--- config.mk ---
export PLATFORM = sky130hd
export DESIGN_NAME = four_wheel_incremental_pid
export DESIGN_NICKNAME = d
export VERILOG_FILES = /design/src/design/fwip_pkg.sv /design/src/design/fwip_ram.sv /design/src/design/four_wheel_incremental_pid.sv
export SDC_FILE = /design/constraint.sdc
export NUM_CORES = 2
export LEC_CHECK = 0
export BUFFER_PORTS_ARGS = -buffer_cell sky130_fd_sc_hd__buf_2
export CORE_UTILIZATION = 40
export CTS_CLUSTER_SIZE = 12
export DETAILED_ROUTE_END_ITERATION = 6
export PLACE_DENSITY = 0.63
export SETUP_SLACK_MARGIN = 0.4
export SYNTH_ARGS = -nofsm -noshare
export SYNTH_HDL_FRONTEND = slang
export SYNTH_SLANG_ARGS = --single-unit
--- constraint.sdc ---
create_clock -name clock -period 15.63 [get_ports clock]
set_input_delay 0.7815 -clock clock [delete_from_list [all_inputs] [get_ports clock]]
set_output_delay 0.7815 -clock clock [all_outputs]
set_load 0.005 [all_outputs]
--- src/design/fwip_pkg.sv ---
// Shared types, widths and codes of the four-wheel incremental PID controller
package fwip_pkg;

   // field widths of the input and result items
   localparam int COUNT_W  = 16;
   localparam int SPEED_W  = 8;
   localparam int STEER_W  = 11;
   localparam int DUTY_W   = 10;
   localparam int DIFF_W   = 17;

   // configuration port
   localparam int GAIN_W      = 12;
   localparam int CSR_INDEX_W = 3;
   localparam int CSR_DATA_W  = 12;

   localparam logic [CSR_INDEX_W-1:0] CSR_GAIN_P      = 3'd0;
   localparam logic [CSR_INDEX_W-1:0] CSR_GAIN_I      = 3'd1;
   localparam logic [CSR_INDEX_W-1:0] CSR_GAIN_D      = 3'd2;
   localparam logic [CSR_INDEX_W-1:0] CSR_DRIVE_MODE  = 3'd3;
   localparam logic [CSR_INDEX_W-1:0] CSR_USE_EXT     = 3'd4;
   localparam logic [CSR_INDEX_W-1:0] CSR_ACC_ENABLE  = 3'd5;

   localparam logic [GAIN_W-1:0] GAIN_P_RESET = 12'd152;
   localparam logic [GAIN_W-1:0] GAIN_I_RESET = 12'd160;
   localparam logic [GAIN_W-1:0] GAIN_D_RESET = 12'd32;

   typedef enum logic [1:0] {
      MODE_FORWARD,
      MODE_REVERSE,
      MODE_SPIN_LEFT,
      MODE_SPIN_RIGHT
   } drive_mode_type;

   // internal arithmetic widths
   localparam int SAMPLE_W = COUNT_W + 1;
   localparam int TARGET_W = SPEED_W + 1;
   localparam int DRIVE_W  = 11;
   localparam int ERR_W    = 18;
   localparam int DE_W     = ERR_W + 1;
   localparam int DD_W     = ERR_W + 2;
   localparam int PROD_W   = DD_W + GAIN_W + 1;
   localparam int ACC_W    = PROD_W + 2;
   localparam int CPROD_W  = DIFF_W + 9;
   localparam int CORR_W   = 15;

   // encoder correction: 0.1 as 205 / 2048, floor by 16 then truncate by 128
   localparam logic signed [CPROD_W-1:0] CORR_NUM   = 26'sd205;
   localparam logic signed [CPROD_W-1:0] TRUNC_BIAS = 26'sd127;

   // wheels
   localparam int NUM_WHEELS = 4;
   localparam int WIDX_W     = 2;
   localparam logic [WIDX_W-1:0] WHEEL_FL = 2'd0;
   localparam logic [WIDX_W-1:0] WHEEL_FR = 2'd1;
   localparam logic [WIDX_W-1:0] WHEEL_BL = 2'd2;
   localparam logic [WIDX_W-1:0] WHEEL_BR = 2'd3;

   // stream packing
   localparam int REQ_DATA_W    = 88;
   localparam int REQ_FL_LSB    = 0;
   localparam int REQ_FR_LSB    = 16;
   localparam int REQ_BL_LSB    = 32;
   localparam int REQ_BR_LSB    = 48;
   localparam int REQ_SPEED_LSB = 64;
   localparam int REQ_STEER_LSB = 72;
   localparam int REQ_CLEAR_BIT = 83;

   localparam int RSP_DATA_W   = 64;
   localparam int RSP_FIELDS_W = 61;
   localparam int RSP_WHEEL_W  = DUTY_W + 1;
   localparam int RSP_DIFF_LSB = NUM_WHEELS * RSP_WHEEL_W;

   // result queue
   localparam int RSP_DEPTH = 4;
   localparam int RSP_PTR_W = 2;
   localparam int RSP_CNT_W = 3;

   // per-wheel state word kept in the state memory
   typedef struct packed {
      logic signed [DRIVE_W-1:0] drive;
      logic signed [ERR_W-1:0]   prev;
      logic signed [ERR_W-1:0]   older;
   } wheel_state_type;

   // item held while its wheels are issued
   typedef struct packed {
      logic signed [COUNT_W-1:0] cnt_fl;
      logic signed [COUNT_W-1:0] cnt_fr;
      logic signed [COUNT_W-1:0] cnt_bl;
      logic signed [COUNT_W-1:0] cnt_br;
      logic [SPEED_W-1:0]        speed;
      logic signed [STEER_W-1:0] steer;
      logic signed [DIFF_W-1:0]  diff;
   } item_type;

   // pipeline stage payloads
   typedef struct packed {
      logic [WIDX_W-1:0]          idx;
      logic                       last;
      logic signed [SAMPLE_W-1:0] sample;
      logic signed [TARGET_W-1:0] target;
      logic signed [DIFF_W-1:0]   diff;
      logic signed [STEER_W-1:0]  steer;
   } stage1_type;

   typedef struct packed {
      logic [WIDX_W-1:0]         idx;
      logic                      last;
      logic signed [DIFF_W-1:0]  diff;
      logic signed [STEER_W-1:0] steer;
      logic signed [ERR_W-1:0]   e;
      logic signed [ERR_W-1:0]   e1;
      logic signed [DE_W-1:0]    de;
      logic signed [DD_W-1:0]    dd;
      logic signed [DRIVE_W-1:0] drive;
   } stage2_type;

   typedef struct packed {
      logic [WIDX_W-1:0]          idx;
      logic                       last;
      logic signed [DIFF_W-1:0]   diff;
      logic signed [STEER_W-1:0]  steer;
      logic signed [ERR_W-1:0]    e;
      logic signed [ERR_W-1:0]    e1;
      logic signed [DRIVE_W-1:0]  drive;
      logic signed [PROD_W-1:0]   pp;
      logic signed [PROD_W-1:0]   pi;
      logic signed [PROD_W-1:0]   pd;
      logic signed [CPROD_W-1:0]  cprod;
   } stage3_type;

   typedef struct packed {
      logic [WIDX_W-1:0]         idx;
      logic                      last;
      logic signed [DIFF_W-1:0]  diff;
      logic signed [ERR_W-1:0]   e;
      logic signed [ERR_W-1:0]   e1;
      logic signed [DRIVE_W-1:0] d830;
      logic signed [CORR_W-1:0]  corr;
   } stage4_type;

   // front-left and back-left take the correction with a minus sign
   function automatic logic is_left(input logic [WIDX_W-1:0] idx);
      return (idx == WHEEL_FL) || (idx == WHEEL_BL);
   endfunction

endpackage

--- src/design/fwip_ram.sv ---
// Generic single-port-write, single-port-read RAM with registered read data
module fwip_ram #(
   parameter int WIDTH = 8,
   parameter int DEPTH = 4
) (
   input  logic                                     clock,
   input  logic                                     wr_en,
   input  logic [((DEPTH > 1) ? $clog2(DEPTH) : 1)-1:0] wr_addr,
   input  logic [WIDTH-1:0]                         wr_data,
   input  logic                                     rd_en,
   input  logic [((DEPTH > 1) ? $clog2(DEPTH) : 1)-1:0] rd_addr,
   output logic [WIDTH-1:0]                         rd_data
);

   logic [WIDTH-1:0] mem_ff [DEPTH];

   // write port
   always_ff @(posedge clock) begin
      if (wr_en) begin
         mem_ff[wr_addr] <= wr_data;
      end
   end

   // registered read port
   always_ff @(posedge clock) begin
      if (rd_en) begin
         rd_data <= mem_ff[rd_addr];
      end
   end

endmodule

--- src/design/four_wheel_incremental_pid.sv ---
// Top level of the four-wheel incremental PID velocity controller
//
// One req item is one control tick: four raw encoder counts, a target speed,
// a steering correction and a sum-clear flag. One rsp item comes back per
// tick with duty and direction for each wheel and the encoder-sum difference.
// Gains, drive mode and the two mode flags are written on the csr channel,
// which is always ready; write it only while no tick is in flight.
// The wheels share one PID pipeline and one state memory (drive and last
// two errors per wheel, one read and one write port). Wheels are issued one
// per cycle unless one must wait, for min(WHEEL_COUNT, 4) active wheels, and
// a new tick can be accepted in the cycle that its last wheel is issued; with
// one or two wheels a wheel waits while its previous update is in stage 1 or 2.
// Reset restores the register defaults, clears the encoder sums and marks
// every state entry invalid, so it reads as zero until written; no clearing
// pass is needed. Up to four results queue behind rsp; when four ticks are
// outstanding req_tready drops until rsp_tready takes one.
module four_wheel_incremental_pid
   import fwip_pkg::*;
#(
   parameter int PID_LIMIT   = 830,
   parameter int OUT_LIMIT   = 850,
   parameter int WHEEL_COUNT = 4
) (
   input  logic                   clock,
   input  logic                   reset,
   // req_tdata from bit 0: count_front_left, count_front_right, count_back_left,
   // count_back_right, target_speed, steer_correction, clear_sums, zero pad
   input  logic                   req_tvalid,
   output logic                   req_tready,
   input  logic [REQ_DATA_W-1:0]  req_tdata,
   // rsp_tdata from bit 0: duty_front_left, dir_front_left, duty_front_right,
   // dir_front_right, duty_back_left, dir_back_left, duty_back_right,
   // dir_back_right, sum_difference, zero pad
   output logic                   rsp_tvalid,
   input  logic                   rsp_tready,
   output logic [RSP_DATA_W-1:0]  rsp_tdata,
   input  logic                   csr_valid,
   output logic                   csr_ready,
   input  logic [CSR_INDEX_W-1:0] csr_index,
   input  logic [CSR_DATA_W-1:0]  csr_data
);

   localparam int ACTIVE = (WHEEL_COUNT < NUM_WHEELS) ? WHEEL_COUNT : NUM_WHEELS;
   localparam int ADDR_W = (ACTIVE > 1) ? $clog2(ACTIVE) : 1;
   localparam int STATE_W = $bits(wheel_state_type);
   localparam logic [WIDX_W-1:0] LAST_WHEEL = WIDX_W'(ACTIVE - 1);
   localparam logic signed [DRIVE_W-1:0] PID_POS = DRIVE_W'(PID_LIMIT);
   localparam logic signed [DRIVE_W-1:0] PID_NEG = -PID_POS;
   localparam logic signed [DRIVE_W-1:0] OUT_POS = DRIVE_W'(OUT_LIMIT);
   localparam logic signed [DRIVE_W-1:0] OUT_NEG = -OUT_POS;

   // configuration registers
   logic [GAIN_W-1:0] gain_p_ff, gain_i_ff, gain_d_ff;
   drive_mode_type    mode_ff;
   logic              use_ext_ff, acc_en_ff;

   // tick-level state and control
   logic signed [COUNT_W-1:0] sum_f_ff, sum_f_in, sum_b_ff, sum_b_in;
   item_type                  item_ff, item_in;
   logic                      busy_ff, busy_in;
   logic [WIDX_W-1:0]         widx_ff, widx_in;
   logic [RSP_CNT_W-1:0]      credit_ff, credit_in;
   logic                      req_fire, issue, issue_last, hazard;

   // pipeline
   logic            s1_valid_ff, s2_valid_ff, s3_valid_ff, s4_valid_ff;
   stage1_type      s1_ff, s1_in;
   stage2_type      s2_ff, s2_in;
   stage3_type      s3_ff, s3_in;
   stage4_type      s4_ff, s4_in;

   // state memory and forwarding
   logic [ACTIVE-1:0]  wvalid_ff;
   logic               rd_valid_ff;
   logic [STATE_W-1:0] ram_rd_data;
   wheel_state_type    ram_state, cur_state, wr_state;
   logic               hold_valid_ff;
   logic [WIDX_W-1:0]  hold_idx_ff;
   wheel_state_type    hold_state_ff;

   // result assembly and queue
   logic signed [DRIVE_W-1:0] drive_out;
   logic [DUTY_W-1:0]         duty_out;
   logic                      dir_out;
   logic [DUTY_W-1:0]         asm_duty_ff [NUM_WHEELS];
   logic                      asm_dir_ff  [NUM_WHEELS];
   logic [RSP_FIELDS_W-1:0]   result;
   logic                      push, pop;
   logic [RSP_FIELDS_W-1:0]   rsp_mem_ff [RSP_DEPTH];
   logic [RSP_PTR_W-1:0]      wr_ptr_ff, rd_ptr_ff;
   logic [RSP_CNT_W-1:0]      fill_ff, fill_in;

   // configuration writes
   assign csr_ready = 1'b1;

   always_ff @(posedge clock) begin
      if (reset) begin
         gain_p_ff  <= GAIN_P_RESET;
         gain_i_ff  <= GAIN_I_RESET;
         gain_d_ff  <= GAIN_D_RESET;
         mode_ff    <= MODE_FORWARD;
         use_ext_ff <= 1'b1;
         acc_en_ff  <= 1'b0;
      end else if (csr_valid) begin
         case (csr_index)
            CSR_GAIN_P:     gain_p_ff  <= csr_data;
            CSR_GAIN_I:     gain_i_ff  <= csr_data;
            CSR_GAIN_D:     gain_d_ff  <= csr_data;
            CSR_DRIVE_MODE: mode_ff    <= drive_mode_type'(csr_data[1:0]);
            CSR_USE_EXT:    use_ext_ff <= csr_data[0];
            CSR_ACC_ENABLE: acc_en_ff  <= csr_data[0];
            default: ;
         endcase
      end
   end

   // acceptance: one tick is held while its wheels go out
   assign req_tready = (!busy_ff || issue_last) && (credit_ff < RSP_CNT_W'(RSP_DEPTH));
   assign req_fire   = req_tvalid && req_tready;

   // encoder sums, clear then accumulate when enabled, and their magnitude difference
   always_comb begin
      logic signed [COUNT_W-1:0] base_f, base_b;
      logic [COUNT_W-1:0]        mag_f, mag_b;
      base_f = req_tdata[REQ_CLEAR_BIT] ? '0 : sum_f_ff;
      base_b = req_tdata[REQ_CLEAR_BIT] ? '0 : sum_b_ff;
      sum_f_in = base_f;
      sum_b_in = base_b;
      if (acc_en_ff) begin
         sum_f_in = base_f - $signed(req_tdata[REQ_FL_LSB +: COUNT_W]);
         sum_b_in = base_b - $signed(req_tdata[REQ_BL_LSB +: COUNT_W]);
      end
      mag_f = sum_f_in[COUNT_W-1] ? (~sum_f_in + 1'b1) : sum_f_in;
      mag_b = sum_b_in[COUNT_W-1] ? (~sum_b_in + 1'b1) : sum_b_in;
      item_in.cnt_fl = $signed(req_tdata[REQ_FL_LSB +: COUNT_W]);
      item_in.cnt_fr = $signed(req_tdata[REQ_FR_LSB +: COUNT_W]);
      item_in.cnt_bl = $signed(req_tdata[REQ_BL_LSB +: COUNT_W]);
      item_in.cnt_br = $signed(req_tdata[REQ_BR_LSB +: COUNT_W]);
      item_in.speed  = req_tdata[REQ_SPEED_LSB +: SPEED_W];
      item_in.steer  = $signed(req_tdata[REQ_STEER_LSB +: STEER_W]);
      item_in.diff   = $signed({1'b0, mag_f} - {1'b0, mag_b});
   end

   // wheel sequencer; a wheel waits while its last update is in stage 1 or 2
   assign hazard = (s1_valid_ff && (s1_ff.idx == widx_ff)) ||
                   (s2_valid_ff && (s2_ff.idx == widx_ff));
   assign issue      = busy_ff && !hazard;
   assign issue_last = issue && (widx_ff == LAST_WHEEL);

   always_comb begin
      busy_in = busy_ff;
      widx_in = widx_ff;
      if (issue) begin
         widx_in = issue_last ? '0 : widx_ff + 1'b1;
      end
      if (req_fire) begin
         busy_in = 1'b1;
      end else if (issue_last) begin
         busy_in = 1'b0;
      end
   end

   assign credit_in = credit_ff + RSP_CNT_W'(req_fire) - RSP_CNT_W'(pop);

   always_ff @(posedge clock) begin
      if (reset) begin
         busy_ff   <= 1'b0;
         widx_ff   <= '0;
         credit_ff <= '0;
         sum_f_ff  <= '0;
         sum_b_ff  <= '0;
      end else begin
         busy_ff   <= busy_in;
         widx_ff   <= widx_in;
         credit_ff <= credit_in;
         if (req_fire) begin
            sum_f_ff <= sum_f_in;
            sum_b_ff <= sum_b_in;
         end
      end
   end

   always_ff @(posedge clock) begin
      if (req_fire) begin
         item_ff <= item_in;
      end
   end

   // issue stage: speed sample and signed target of the selected wheel
   always_comb begin
      logic signed [COUNT_W-1:0]  cnt;
      logic signed [SAMPLE_W-1:0] cnt_ext;
      logic signed [TARGET_W-1:0] spd;
      logic                       neg_t;
      case (widx_ff)
         WHEEL_FL: cnt = item_ff.cnt_fl;
         WHEEL_FR: cnt = item_ff.cnt_fr;
         WHEEL_BL: cnt = item_ff.cnt_bl;
         default:  cnt = item_ff.cnt_br;
      endcase
      cnt_ext = SAMPLE_W'(cnt);
      spd     = $signed({1'b0, item_ff.speed});
      case (mode_ff)
         MODE_FORWARD:    neg_t = 1'b0;
         MODE_REVERSE:    neg_t = 1'b1;
         MODE_SPIN_LEFT:  neg_t = is_left(widx_ff);
         MODE_SPIN_RIGHT: neg_t = !is_left(widx_ff);
         default:         neg_t = 1'b0;
      endcase
      s1_in.idx    = widx_ff;
      s1_in.last   = (widx_ff == LAST_WHEEL);
      s1_in.sample = (widx_ff == WHEEL_FR) ? cnt_ext : -cnt_ext;
      s1_in.target = neg_t ? -spd : spd;
      s1_in.diff   = item_ff.diff;
      s1_in.steer  = item_ff.steer;
   end

   // state memory: drive and the last two errors of each wheel
   fwip_ram #(
      .WIDTH (STATE_W),
      .DEPTH (ACTIVE)
   ) u_state_ram (
      .clock   (clock),
      .wr_en   (s4_valid_ff),
      .wr_addr (s4_ff.idx[ADDR_W-1:0]),
      .wr_data (wr_state),
      .rd_en   (issue),
      .rd_addr (widx_ff[ADDR_W-1:0]),
      .rd_data (ram_rd_data)
   );

   assign ram_state = wheel_state_type'(ram_rd_data);

   // entry valid bits; an entry never written reads as zero
   always_ff @(posedge clock) begin
      if (reset) begin
         wvalid_ff     <= '0;
         rd_valid_ff   <= 1'b0;
         hold_valid_ff <= 1'b0;
      end else begin
         if (s4_valid_ff) begin
            wvalid_ff[s4_ff.idx[ADDR_W-1:0]] <= 1'b1;
         end
         if (issue) begin
            rd_valid_ff <= wvalid_ff[widx_ff[ADDR_W-1:0]];
         end
         hold_valid_ff <= s4_valid_ff;
      end
   end

   // last write, for a read that was captured at the same edge
   always_ff @(posedge clock) begin
      hold_idx_ff   <= s4_ff.idx;
      hold_state_ff <= wr_state;
   end

   // stage 1: forwarding and error terms
   always_comb begin
      logic signed [ERR_W-1:0] e;
      if (s4_valid_ff && (s4_ff.idx == s1_ff.idx)) begin
         cur_state = wr_state;
      end else if (hold_valid_ff && (hold_idx_ff == s1_ff.idx)) begin
         cur_state = hold_state_ff;
      end else if (rd_valid_ff) begin
         cur_state = ram_state;
      end else begin
         cur_state = '0;
      end
      e = ERR_W'(s1_ff.target) - ERR_W'(s1_ff.sample);
      s2_in.idx   = s1_ff.idx;
      s2_in.last  = s1_ff.last;
      s2_in.diff  = s1_ff.diff;
      s2_in.steer = s1_ff.steer;
      s2_in.e     = e;
      s2_in.e1    = cur_state.prev;
      s2_in.de    = DE_W'(e) - DE_W'(cur_state.prev);
      s2_in.dd    = DD_W'(e) - (DD_W'(cur_state.prev) <<< 1) + DD_W'(cur_state.older);
      s2_in.drive = cur_state.drive;
   end

   // stage 2: gain products and the correction product
   always_comb begin
      s3_in.idx   = s2_ff.idx;
      s3_in.last  = s2_ff.last;
      s3_in.diff  = s2_ff.diff;
      s3_in.steer = s2_ff.steer;
      s3_in.e     = s2_ff.e;
      s3_in.e1    = s2_ff.e1;
      s3_in.drive = s2_ff.drive;
      s3_in.pp    = PROD_W'($signed({1'b0, gain_p_ff})) * PROD_W'(s2_ff.de);
      s3_in.pi    = PROD_W'($signed({1'b0, gain_i_ff})) * PROD_W'(s2_ff.e);
      s3_in.pd    = PROD_W'($signed({1'b0, gain_d_ff})) * PROD_W'(s2_ff.dd);
      s3_in.cprod = CPROD_W'(s2_ff.diff) * CORR_NUM;
   end

   // stage 3: increment, first saturation and correction select
   always_comb begin
      logic signed [ACC_W-1:0]   acc;
      logic signed [ACC_W:0]     tot;
      logic signed [CPROD_W-1:0] q;
      logic signed [CPROD_W-1:0] qt;
      logic signed [CORR_W-1:0]  enc_corr;
      acc = ACC_W'(s3_ff.pp) + ACC_W'(s3_ff.pi) + ACC_W'(s3_ff.pd);
      tot = (ACC_W+1)'(acc >>> 4) + (ACC_W+1)'(s3_ff.drive);
      q   = s3_ff.cprod >>> 4;
      qt  = q[CPROD_W-1] ? ((q + TRUNC_BIAS) >>> 7) : (q >>> 7);
      enc_corr = qt[CORR_W-1:0];
      s4_in.idx  = s3_ff.idx;
      s4_in.last = s3_ff.last;
      s4_in.diff = s3_ff.diff;
      s4_in.e    = s3_ff.e;
      s4_in.e1   = s3_ff.e1;
      if (tot > (ACC_W+1)'(PID_POS)) begin
         s4_in.d830 = PID_POS;
      end else if (tot < (ACC_W+1)'(PID_NEG)) begin
         s4_in.d830 = PID_NEG;
      end else begin
         s4_in.d830 = tot[DRIVE_W-1:0];
      end
      s4_in.corr = '0;
      if (mode_ff inside {MODE_FORWARD, MODE_REVERSE}) begin
         s4_in.corr = use_ext_ff ? CORR_W'(s3_ff.steer) : enc_corr;
      end
   end

   // stage 4: correction, final saturation, write-back and duty
   always_comb begin
      logic signed [CORR_W:0]     t;
      logic signed [DRIVE_W-1:0]  mag;
      if (is_left(s4_ff.idx)) begin
         t = (CORR_W+1)'(s4_ff.d830) - (CORR_W+1)'(s4_ff.corr);
      end else begin
         t = (CORR_W+1)'(s4_ff.d830) + (CORR_W+1)'(s4_ff.corr);
      end
      if (t > (CORR_W+1)'(OUT_POS)) begin
         drive_out = OUT_POS;
      end else if (t < (CORR_W+1)'(OUT_NEG)) begin
         drive_out = OUT_NEG;
      end else begin
         drive_out = t[DRIVE_W-1:0];
      end
      wr_state.drive = drive_out;
      wr_state.prev  = s4_ff.e;
      wr_state.older = s4_ff.e1;
      mag      = drive_out[DRIVE_W-1] ? -drive_out : drive_out;
      duty_out = mag[DUTY_W-1:0];
      dir_out  = is_left(s4_ff.idx) ? !drive_out[DRIVE_W-1] : drive_out[DRIVE_W-1];
   end

   // pipeline registers
   always_ff @(posedge clock) begin
      if (reset) begin
         s1_valid_ff <= 1'b0;
         s2_valid_ff <= 1'b0;
         s3_valid_ff <= 1'b0;
         s4_valid_ff <= 1'b0;
      end else begin
         s1_valid_ff <= issue;
         s2_valid_ff <= s1_valid_ff;
         s3_valid_ff <= s2_valid_ff;
         s4_valid_ff <= s3_valid_ff;
      end
   end

   always_ff @(posedge clock) begin
      s1_ff <= s1_in;
      s2_ff <= s2_in;
      s3_ff <= s3_in;
      s4_ff <= s4_in;
   end

   // per-wheel result collection
   always_ff @(posedge clock) begin
      if (s4_valid_ff) begin
         asm_duty_ff[s4_ff.idx] <= duty_out;
         asm_dir_ff[s4_ff.idx]  <= dir_out;
      end
   end

   // full result on the last wheel; wheels not fitted report a zero drive
   always_comb begin
      result = '0;
      for (int w = 0; w < NUM_WHEELS; w++) begin
         if (WIDX_W'(w) == s4_ff.idx) begin
            result[w*RSP_WHEEL_W +: DUTY_W]    = duty_out;
            result[w*RSP_WHEEL_W + DUTY_W]     = dir_out;
         end else if (w < ACTIVE) begin
            result[w*RSP_WHEEL_W +: DUTY_W]    = asm_duty_ff[w];
            result[w*RSP_WHEEL_W + DUTY_W]     = asm_dir_ff[w];
         end else begin
            result[w*RSP_WHEEL_W +: DUTY_W]    = '0;
            result[w*RSP_WHEEL_W + DUTY_W]     = is_left(WIDX_W'(w));
         end
      end
      result[RSP_DIFF_LSB +: DIFF_W] = s4_ff.diff;
   end

   // result queue
   assign push       = s4_valid_ff && s4_ff.last;
   assign rsp_tvalid = (fill_ff != '0);
   assign pop        = rsp_tvalid && rsp_tready;
   assign fill_in    = fill_ff + RSP_CNT_W'(push) - RSP_CNT_W'(pop);
   assign rsp_tdata  = {{(RSP_DATA_W-RSP_FIELDS_W){1'b0}}, rsp_mem_ff[rd_ptr_ff]};

   always_ff @(posedge clock) begin
      if (reset) begin
         wr_ptr_ff <= '0;
         rd_ptr_ff <= '0;
         fill_ff   <= '0;
      end else begin
         fill_ff <= fill_in;
         if (push) begin
            wr_ptr_ff <= wr_ptr_ff + 1'b1;
         end
         if (pop) begin
            rd_ptr_ff <= rd_ptr_ff + 1'b1;
         end
      end
   end

   always_ff @(posedge clock) begin
      if (push) begin
         rsp_mem_ff[wr_ptr_ff] <= result;
      end
   end

   // outstanding ticks bound the queue
   a_credit_bound: assert property (@(posedge clock) disable iff (reset)
      credit_ff <= RSP_CNT_W'(RSP_DEPTH))
      else $error("outstanding item count above queue depth");

   a_fill_credit: assert property (@(posedge clock) disable iff (reset)
      fill_ff <= credit_ff)
      else $error("queued results exceed outstanding items");

   a_push_room: assert property (@(posedge clock) disable iff (reset)
      push |-> (fill_ff != RSP_CNT_W'(RSP_DEPTH)))
      else $error("result pushed into a full queue");

   a_drive_limit: assert property (@(posedge clock) disable iff (reset)
      s4_valid_ff |-> ((drive_out <= OUT_POS) && (drive_out >= OUT_NEG)))
      else $error("written drive outside output limit");

   a_accept_busy: assert property (@(posedge clock) disable iff (reset)
      req_fire |=> (busy_ff && (widx_ff == '0)))
      else $error("accepted item did not start at the first wheel");

endmodule
==> impl_metrics.toml <==
[yosys]
syn-cell-area_um2 = 76500
ys_top_cells_by_count = "inv_1, fa_1, nand2_1, edfxtp_1, dfxtp_1"
syn_area_per_cell_um2 = 11.1
synth_edf_count = 619
ys_ff_latch = 1217
netlist.area_leader.share_pct = 24.3
synthCells = 6887
yosysMostFrequentCell = "inv_1"
synth_top_cells_by_area = "edfxtp_1, fa_1, dfxtp_1"
ys_types = 98
ys_async_sr_fraction_pct = 0
yosysWarnings = 0
synth_flop_cell = "edfxtp_1"
seq_area_frac_synth_pct = 40.0
synth_area_leader_cell = "edfxtp_1"

[global_route]
grt_pass1_vias = 51200
grt_usage_pct = 18.3
antenna_found_initial = 10
grt_overflow_total = 0
grt_pass1_wl_mm = 280
grt_max_degree = 85

[sta]
finClkSkew_ns = 0.0607
finalSetupTns_ns = 0
tightest_slew_ns = 1.09
finalSetupViolations = 0
hold_viol = 0
maxSlewViolCount = 0
fin_crit_ns = 7.45
rsz0062_at_grt = "false"
fin_crit_sh_pct = 47.6
worst_slack_ns = 8.18
max_slew_margin_pct = 26.4
max_freq_mhz = 134

[setup_path]
critical_path_required_ns = 16.25
endpoint_kind = "flop"
crit_type = "flop to flop"
cp_top_family = "compound AO/OA/AOI/OAI gates"
cpMostUsedCell = "inv_1"
cp_num_cells = 26
critPathArrivalTime_ns = 8.07
reg2reg_depth = 26
worstSetupStartpointType = "flop"
max_stage_delay_ns = 0.66
worst-path-max-fanout = 8
crit_slowest_cell = "xnor2_1"
cp.buffers_inverters = 3

[clock_network]
cts_sinks = 1217
cts_tree = "done"
clk_path_buf_depth = 3
cts_resized = 0
clock_latency_ns = 0.77
cts_hold_buffers = 0
htreeDepth = 4
post_cts.repair.setup_buffers = 0
cts-root-buf = "clkbuf_16"
cts_buffers = 132
path_clk_slew_ns = 0.07

[drt]
initialDrtViolationCount = 2842
vias = 49000
first_pass_iters = 5
ant_nets = 0
drcViolationCount = 0
routed_wire_length_per_instance_um = 18.2
viasPerCell = 5.12
drt-total-wl_mm = 175

[placement]
globalplace.congestion = 0.877
io_buffers = 166
place_area_um2 = 79800
dp_hpwl_mm = 132
dp_worst_setup_slack_ns = 7.81

[hold_path]
hp-class = "input pin to flop"
hold_depth = 1

[floorplan]
die_area_um2 = 193000
ios = 175
rows = 160
die_w_um = 439
initial_utilization_pct = 40.3
coreArea_um2 = 190000
die_h_um = 439

[run]
drv_cap = 0

[cells_and_area]
drive_gt1_share_pct = 8.40
multi_input_area_um2 = 41400
seq_area_um2 = 30600
final_nets = 8300
fillers = 17300
area_growth_pct = 9.92
stdcell_area_um2 = 84100
fin_util_pct = 44.2

[run_status]
status = "completed"
[cells in the final DEF (no fill, tap or decap), drive strengths merged, types with 105 or more instances in the layout]
| master | count |
|---|---|
| inv | 968 |
| fa | 725 |
| nand2 | 642 |
| edfxtp | 619 |
| dfxtp | 598 |
| ha | 496 |
| nor2 | 383 |
| and2 | 378 |
| a21oi | 252 |
| xnor2 | 239 |
| buf | 202 |
| clkbuf | 192 |
| o21ai | 176 |
| mux4 | 109 |
| nand3 | 105 |
[per-stage QoR]
step / hold slack [ns] / cells
floorplan: 0.310 / 6889
global placement: 0.310 / 9348
detailed placement: 0.312 / 9348
CTS: 0.0991 / 9580
global route: 0.117 / 9580
finish: 0.161 / 9583
[cell type report]
cell class	count	share of cell area [%]
Multi-Input combinational cell	4457	49.2
Antenna cell	3	0.00893
Clock buffer	192	4.38
Sequential cell	1217	36.4
Tap cell	2511	3.74
Inverter	961	4.30
Clock inverter	40	0.652
Timing Repair Buffer	202	1.31
[per-layer routing]
layer / up-vias / GRT usage, % / wire length (µm)
li1: 23100 / - / -
met2: 1137 / 30.5 / 82700
met3: 242 / 3.08 / 9480
met4: 6 / 5.47 / 4630
met1: 24600 / 24.4 / 77900
met5: - / 0 / 46
[worst paths after layout]
kind                      start           to  slack [ns]
setup / recovery      s3_ff[62]    s4_ff[18]        8.18
hold / removal    req_tdata[51]  item_ff[39]        0.16
setup reg to reg      s3_ff[62]    s4_ff[18]        8.18
hold reg to reg       s2_ff[95]   s3_ff[181]        0.30
[flip-flops by register name (all words and copies together), names as in the netlist, 12 cells and up, named ones only]
signal / cells
asm_duty_ff: 36
gain_d_ff: 12
gain_i_ff: 12
gain_p_ff: 12
hold_state_ff: 47
item_ff: 100
result: 17
rsp_mem_ff: 244
s1_ff: 57
s2_ff: 117
s3_ff: 196
s4_ff: 65
sum_b_ff: 16
sum_f_ff: 16
u_state_ram.mem_ff: 188
u_state_ram.rd_data: 47
[cell families (layout without fill, tap and decap cells)]
kind of cell	Yosys count	in the layout	synth area share (%)
AOI/OAI and AO/OA	881	881	7.61
xor gates and xnor gates	334	334	3.84
adders and majority gates	1221	1221	27.1
buffers and inverters	1215	1395	5.99
DFF	1217	1217	40.0
muxes	138	138	3.61
other	2	7	0.00982
and+or+nand+nor	1879	1879	11.9
Power is left out: the tool's default activity adds up to more than one toggle a clock period on the data nets, which glitch-free logic cannot reach.
